`config.mk`:
```
export PLATFORM = sky130hd
export DESIGN_NAME = mscpu_alu
export DESIGN_NICKNAME = d
export VERILOG_FILES = /design/src/rtl/assert_macros.svh /design/src/rtl/mscpu_pkg.sv /design/src/rtl/mscpu_alu.sv
export SDC_FILE = /design/constraint.sdc
export NUM_CORES = 1
export LEC_CHECK = 0
export ABC_AREA = 1
export BUFFER_PORTS_ARGS = -buffer_cell sky130_fd_sc_hd__buf_4
export CORE_MARGIN = 10
export CORE_UTILIZATION = 51
export DETAILED_ROUTE_END_ITERATION = 10
export PLACE_DENSITY_LB_ADDON = 0.12
export SLEW_MARGIN = 10
export SYNTH_ARGS = -nofsm -noshare
export SYNTH_HDL_FRONTEND = slang
export SYNTH_SLANG_ARGS = --single-unit
```
`constraint.sdc`:
```
create_clock -name vclk -period 4.5
set_input_delay 0.675 -clock vclk [all_inputs]
set_output_delay 0.675 -clock vclk [all_outputs]
set_load 0.005 [all_outputs]
```
`src/rtl/assert_macros.svh`:
```
// Assertion helpers used by the datapath RTL.
`ifndef ASSERT_MACROS_SVH
`define ASSERT_MACROS_SVH

// Property that must hold at every edge out of reset.
`define MSC_ASSERT(label, clk, rst_n, prop, msg) \
  label: assert property (@(posedge clk) disable iff (!rst_n) prop) \
    else $error(msg);

// Condition that must never be seen out of reset.
`define MSC_NEVER(label, clk, rst_n, cond, msg) \
  label: assert property (@(posedge clk) disable iff (!rst_n) !(cond)) \
    else $error(msg);

`endif

```
`src/rtl/mscpu_pkg.sv`:
```
// ----------------------------------------------------------------------------
// mscpu_pkg
// Types and codes of the microcoded stack CPU datapath.
// ----------------------------------------------------------------------------
package mscpu_pkg;

  localparam int CS_DEPTH = 512;
  localparam int CS_AW    = 9;

  // item kinds
  localparam logic [1:0] KIND_CS_LOAD  = 2'd0;
  localparam logic [1:0] KIND_MEM_LOAD = 2'd1;
  localparam logic [1:0] KIND_TICK     = 2'd2;

  // B bus sources
  localparam logic [3:0] BSEL_MDR  = 4'd0;
  localparam logic [3:0] BSEL_PC   = 4'd1;
  localparam logic [3:0] BSEL_MBRU = 4'd2;
  localparam logic [3:0] BSEL_MBRS = 4'd3;
  localparam logic [3:0] BSEL_SP   = 4'd4;
  localparam logic [3:0] BSEL_LV   = 4'd5;
  localparam logic [3:0] BSEL_CPP  = 4'd6;
  localparam logic [3:0] BSEL_TOS  = 4'd7;
  localparam logic [3:0] BSEL_OPC  = 4'd8;

  // memory operations
  localparam logic [2:0] MOP_FETCH = 3'd1;
  localparam logic [2:0] MOP_READ  = 3'd2;
  localparam logic [2:0] MOP_WRITE = 3'd4;

  // shifter
  localparam logic [1:0] SHF_SRL1 = 2'd1;
  localparam logic [1:0] SHF_SLL8 = 2'd2;

  // ALU functions
  localparam logic [5:0] ALU_AND      = 6'd12;
  localparam logic [5:0] ALU_ONE      = 6'd17;
  localparam logic [5:0] ALU_ONES     = 6'd18;
  localparam logic [5:0] ALU_B        = 6'd20;
  localparam logic [5:0] ALU_H        = 6'd24;
  localparam logic [5:0] ALU_NOT_H    = 6'd26;
  localparam logic [5:0] ALU_OR       = 6'd28;
  localparam logic [5:0] ALU_NOT_B    = 6'd44;
  localparam logic [5:0] ALU_INC_B    = 6'd53;
  localparam logic [5:0] ALU_DEC_B    = 6'd54;
  localparam logic [5:0] ALU_INC_H    = 6'd57;
  localparam logic [5:0] ALU_NEG_H    = 6'd59;
  localparam logic [5:0] ALU_ADD      = 6'd60;
  localparam logic [5:0] ALU_ADD_INC  = 6'd61;
  localparam logic [5:0] ALU_SUB      = 6'd63;

  // C bus write mask bits
  localparam int WR_MAR = 0;
  localparam int WR_MDR = 1;
  localparam int WR_PC  = 2;
  localparam int WR_SP  = 3;
  localparam int WR_LV  = 4;
  localparam int WR_CPP = 5;
  localparam int WR_TOS = 6;
  localparam int WR_OPC = 7;
  localparam int WR_H   = 8;

  // jump bits
  localparam int JMP_Z   = 0;
  localparam int JMP_N   = 1;
  localparam int JMP_MBR = 2;

  typedef struct packed {
    logic [8:0] next_addr;
    logic [2:0] jmp;
    logic [1:0] shift;
    logic [5:0] func;
    logic [8:0] wr_mask;
    logic [2:0] mop;
    logic [3:0] bsel;
  } ctl_word_t;

  typedef struct packed {
    logic [3:0] bsel;
    logic [5:0] func;
    logic [1:0] shift;
  } alu_ctl_t;

endpackage

```
`src/rtl/mscpu_alu.sv`:
```
// ----------------------------------------------------------------------------
// mscpu_alu
// B bus select, ALU and shifter of one microstep.
// ----------------------------------------------------------------------------
module mscpu_alu (
  input  mscpu_pkg::alu_ctl_t ctl,
  input  logic [31:0]         mdr,
  input  logic [31:0]         pc,
  input  logic [7:0]          mbr,
  input  logic [31:0]         sp,
  input  logic [31:0]         lv,
  input  logic [31:0]         cpp,
  input  logic [31:0]         tos,
  input  logic [31:0]         opc,
  input  logic [31:0]         h,
  input  logic [31:0]         c_hold,
  output logic [31:0]         c_out,
  output logic                zero
);
  import mscpu_pkg::*;

  logic [31:0] b_bus;
  logic [31:0] alu_res;

  always_comb begin
    case (ctl.bsel)
      BSEL_MDR:  b_bus = mdr;
      BSEL_PC:   b_bus = pc;
      BSEL_MBRU: b_bus = {24'd0, mbr};
      BSEL_MBRS: b_bus = {{24{mbr[7]}}, mbr};
      BSEL_SP:   b_bus = sp;
      BSEL_LV:   b_bus = lv;
      BSEL_CPP:  b_bus = cpp;
      BSEL_TOS:  b_bus = tos;
      BSEL_OPC:  b_bus = opc;
      default:   b_bus = '1;
    endcase
  end

  always_comb begin
    case (ctl.func)
      ALU_AND:     alu_res = h & b_bus;
      ALU_ONE:     alu_res = 32'd1;
      ALU_ONES:    alu_res = '1;
      ALU_B:       alu_res = b_bus;
      ALU_H:       alu_res = h;
      ALU_NOT_H:   alu_res = ~h;
      ALU_OR:      alu_res = h | b_bus;
      ALU_NOT_B:   alu_res = ~b_bus;
      ALU_INC_B:   alu_res = b_bus + 32'd1;
      ALU_DEC_B:   alu_res = b_bus - 32'd1;
      ALU_INC_H:   alu_res = h + 32'd1;
      ALU_NEG_H:   alu_res = 32'd0 - h;
      ALU_ADD:     alu_res = h + b_bus;
      ALU_ADD_INC: alu_res = h + b_bus + 32'd1;
      ALU_SUB:     alu_res = b_bus - h;
      default:     alu_res = c_hold;  // unlisted function repeats last C
    endcase
  end

  // zero flag is taken before the shifter
  assign zero = (alu_res == 32'd0);

  always_comb begin
    case (ctl.shift)
      SHF_SRL1: c_out = alu_res >> 1;
      SHF_SLL8: c_out = alu_res << 8;
      default:  c_out = alu_res;
    endcase
  end

endmodule

```
==> flow_metrics.py, run 1 <==
metrics = {
    "run_status": {
        "status": "stopped before the end",
        "haltStage": "global routing (5_1_grt)",
        "error": "[ERROR GRT-0232] Routing congestion too high. Check the congestion heatmap in the GUI.",
    },
    "place": {
        "place_congestion": 1.14,
        "portBuffers": 341,
        "dp_hpwl_um": 60000,
    },
    "floorplanning": {
        "rows": 56,
        "io-pin-count": 341,
        "die_h_um": 175,
        "die_x_um": 175,
        "initial_utilization_pct": 52.0,
    },
    "synth": {
        "synth_nets": 2917,
        "syn_inst": 2508,
        "yosysUniqueCellTypes": 54,
        "ys_warn_count": 0,
        "avgSynthCellArea_um2": 4.90,
        "yosysSeqAreaShare_pct": 0,
        "synth.cell_area_um2": 12300,
    },
    "grt": {
        "grt_util_all_layers_pct": 74.2,
        "grt_max_degree": 29,
        "grt_remaining_overflow": 81,
    },
    "sta": {
        "grt_worst_setup_endpoint": "zero",
        "worstEpCategory": "top-level output",
    },
}
## cell families after synthesis
group,synth area share [%]
simple gates,55.6
fa+ha+maj,10.4
xor+xnor,1.21
buf+inv,13.3
compound gates,19.5
## cells in the mapped netlist, types with 5 or more instances
cell type	n	area share, %
a211oi_1	12	0.73
a21o_1	6	0.37
a21oi_1	154	6.3
a221oi_1	27	1.9
a22o_1	7	0.50
and2_1	7	0.36
buf_1	6	0.18
buf_2	26	1.1
buf_6	5	0.46
clkbuf_1	39	1.2
ha_1	99	10
inv_1	308	9.4
inv_2	23	0.70
nand2_1	866	26
nand2_2	26	1.3
nand3_1	259	11
nand3_2	11	0.90
nand3b_1	5	0.31
nand4_1	45	2.3
nor2_1	268	8.2
nor2_2	13	0.66
nor2_4	12	1.1
nor3_1	27	1.1
o2111ai_1	7	0.50
o211ai_1	12	0.73
o21a_1	5	0.31
o21ai_0	99	4.0
o21ai_1	6	0.24
o221ai_1	25	1.8
o22ai_1	21	1.1
or2_2	28	1.4
xnor2_1	7	0.50
xor2_1	10	0.71
## routing by layer
layer | overflow | global-route usage [%]
met5 | 0 | 26.4
met4 | 29 | 75.4
met3 | 3 | 63.7
met2 | 43 | 89.0
met1 | 6 | 71.8
## stage by stage
step	setup slack (ns)	instance area, um2	hold slack [ns]	instances	setup TNS, ns
4_1_cts	-0.547	20100	1.79	3588	-9.51
3_5_place_dp	-1.17	18400	1.79	3536	-19.69
3_3_place_gp	-1.03	18400	1.77	3536	-16.99
2_1_floorplan	0.00626	12400	1.57	2508	0
## timing repair
| item | in CTS |
|---|---|
| hold buffers | 0 |
| endpoints found under the setup margin | 28 |
| pin swaps | 115 |
| gates resized for setup | 313 |
| buffers inserted | 52 |
| gates cloned | 1 |
==> inputs of run 2 (changes only) <==
--- a/config.mk
+++ b/config.mk
@@ -8,9 +8,9 @@
 export ABC_AREA = 1
 export BUFFER_PORTS_ARGS = -buffer_cell sky130_fd_sc_hd__buf_4
 export CORE_MARGIN = 10
-export CORE_UTILIZATION = 51
+export CORE_UTILIZATION = 40
 export DETAILED_ROUTE_END_ITERATION = 10
-export PLACE_DENSITY_LB_ADDON = 0.12
+export PLACE_DENSITY_LB_ADDON = 0.15
 export SLEW_MARGIN = 10
 export SYNTH_ARGS = -nofsm -noshare
 export SYNTH_HDL_FRONTEND = slang
==> constraint.sdc (replaced) <==
create_clock -name vclk -period 5.9
set_input_delay 0.885 -clock vclk [all_inputs]
set_output_delay 0.885 -clock vclk [all_outputs]
set_load 0.005 [all_outputs]
==> run 2 against run 1 <==
Net effect:
- the flow now finishes without violations
- synthesized cell count did not move
- area after synthesis did not move
==> flow_metrics.py, run 2 <==
metrics = {
    "drt": {
        "wl_per_cell_um": 21.8,
        "via_per_inst": 5.78,
        "postRouteAntennaNets": 0,
        "routed_wl_um": 73000,
        "first_pass_iters": 6,
        "drtIter0Drc": 2186,
        "routed-via-count": 19353,
        "drc": 0,
    },
    "place": {
        "dp_hpwl_um": 61100,
        "portBuffers": 341,
        "place_congestion": 1.11,
        "placed_area_um2": 16100,
        "dp_slack_ns": -0.0877,
    },
    "sta": {
        "setup_viol": 0,
        "maxSlewViolCount": 0,
        "max_freq_mhz": 174,
        "hold_viol": 0,
        "min_period_ns": 5.73,
        "relSlewSlack_pct": 24.5,
        "final.period_utilization_pct": 97.1,
        "worst_slack_ns": 0.169,
        "tightest_slew_ns": 1.13,
    },
    "hold_path": {
        "hp-start": "c_hold[26]",
        "hold_depth": 4,
        "min_path_type": "input port to output port",
        "min_to": "c_out[25]",
    },
    "synth": {
        "synth_top_area_share_pct": 26.5,
        "synth_most_common_cell": "nand2_1",
        "synth_area_leaders": "nand2_1 (26%), nand3_1 (11%), ha_1 (10%)",
        "yosysSeqAreaShare_pct": 0,
        "syn_inst": 2508,
        "synth_nets": 2917,
        "avgSynthCellArea_um2": 4.90,
        "synthTopCellsByCount": "nand2_1 (866), inv_1 (308), nor2_1 (268), nand3_1 (259), a21oi_1 (154)",
        "ys_warn_count": 0,
        "yosysUniqueCellTypes": 54,
        "synth.cell_area_um2": 12300,
        "netlist.top_cell.by_area": "nand2_1",
    },
    "cells_and_area": {
        "final_common_cell": "nand2_1",
        "flops_and_latches": 0,
        "nClkBuffers": 0,
        "final_nets": 3360,
        "fillers": 3211,
        "mostFrequentLayoutCells": "nand2_1 (786), buf_4 (500), inv_1 (301)",
        "seq_area_um2": 0,
        "drive_above_1_share_pct": 29.8,
        "fin_area_um2": 17600,
        "area_delta_synth_final_pct": 43.3,
    },
    "worst_setup_path": {
        "cp.arrival_ns": 4.85,
        "path_common_cell": "nand2_1",
        "setup.worst_path.start_class": "input port",
        "critPathMaxStageDelay_ns": 0.30,
        "critPathMaxFanout": 7,
        "worstPathRequired_ns": 5.02,
        "critPathKind": "input port to output port",
        "critPathCaptureType": "output port",
        "cp_slowest_cell": "ha_4",
    },
    "floorplanning": {
        "coreArea_um2": 30400,
        "die_x_um": 195,
        "die_h_um": 195,
        "io-pin-count": 341,
        "initial_utilization_pct": 40.4,
        "die-area_um2": 38100,
        "rows": 64,
    },
    "grt": {
        "grt_pass1_vias": 18061,
        "grt_remaining_overflow": 0,
        "grt_pass1_wl_um": 106000,
        "grt_util_all_layers_pct": 34.9,
        "grt_antenna_before_repair": 4,
        "grt_max_degree": 43,
    },
    "run": {
        "cap_violations": 0,
    },
    "pwr": {
        "p_leak_nw": 9.11,
        "irDropWorstVdd_uv": 39.0,
        "power_density_nw_per_um2": 97.4,
    },
    "clock_tree": {
        "ctsHoldBuffers": 0,
    },
    "run_status": {
        "status": "finished, final reports clean",
    },
}
[run 2: routing by layer]
layer  share of wire [%]  global-route usage (%)  up-vias
li1                    -                       -     9115
met5                   0                       0        -
met4                 3.7                    9.84        0
met3                  13                    9.70      184
met1                  39                    44.8     8775
met2                  44                    55.8     1279
[run 2: final cells by class]
class                      count  area (um2)  area share [%]
tap                          396         495            2.81
inverter                     336        1300            7.36
antenna                        4        10.0          0.0568
multi-input combinational   2094       11800            66.8
timing repair buffer         519        4040            22.9
[run 2: cell families after synthesis]
group / synth area share, %
adders and majority gates: 10.4
and+or+nand+nor: 55.6
buffers and inverters: 13.3
AOI/OAI and AO/OA: 19.5
xor gates and xnor gates: 1.21
[run 2: critical path: cells and delay by family]
kind,cells,cell delay (ns)
compound gates,3,0.23
buf+inv,7,0.82
fa+ha+maj,1,0.30
simple gates,22,2.59
[run 2: power by group]
part | internal [mW] | total [mW] | switching, mW
clock | 0.0000000911 | 0.0000000911 | 0
sequential | 0 | 0 | 0
combinational | 0.679 | 1.72 | 1.04
total | 0.679 | 1.72 | 1.04
[run 2: stage by stage]
stage,hold WS (ns),util [%],total power [mW],std cells,TNS [ns]
CTS,2.20,53.3,1.50,3317,0
global placement,2.20,53.0,1.47,3313,-0.740
finish,2.19,57.9,1.72,3349,0
global route,2.22,57.9,1.85,3349,-0.393
detailed placement,2.19,53.0,1.48,3313,-0.376
floorplan,1.99,-,0.813,2508,0
[run 2: timing repair]
item,CTS,global route
pin swaps,2,65
buffers inserted,4,25
gates resized for setup,20,300
gates cloned,0,3
endpoints found under the setup margin,9,21
endpoints found under the hold margin,0,0
[run 2: worst max-delay path by stage]
stage,startpoint,end,slack [ns]
floorplan,ctl[8],zero,0.76
global placement,ctl[11],zero,-0.16
detailed placement,ctl[11],zero,-0.09
CTS,ctl[11],c_out[30],0.004
global route,ctl[8],zero,-0.1
finish,ctl[11],zero,0.17
No activity file was read; power rests on OpenSTA's default activity.
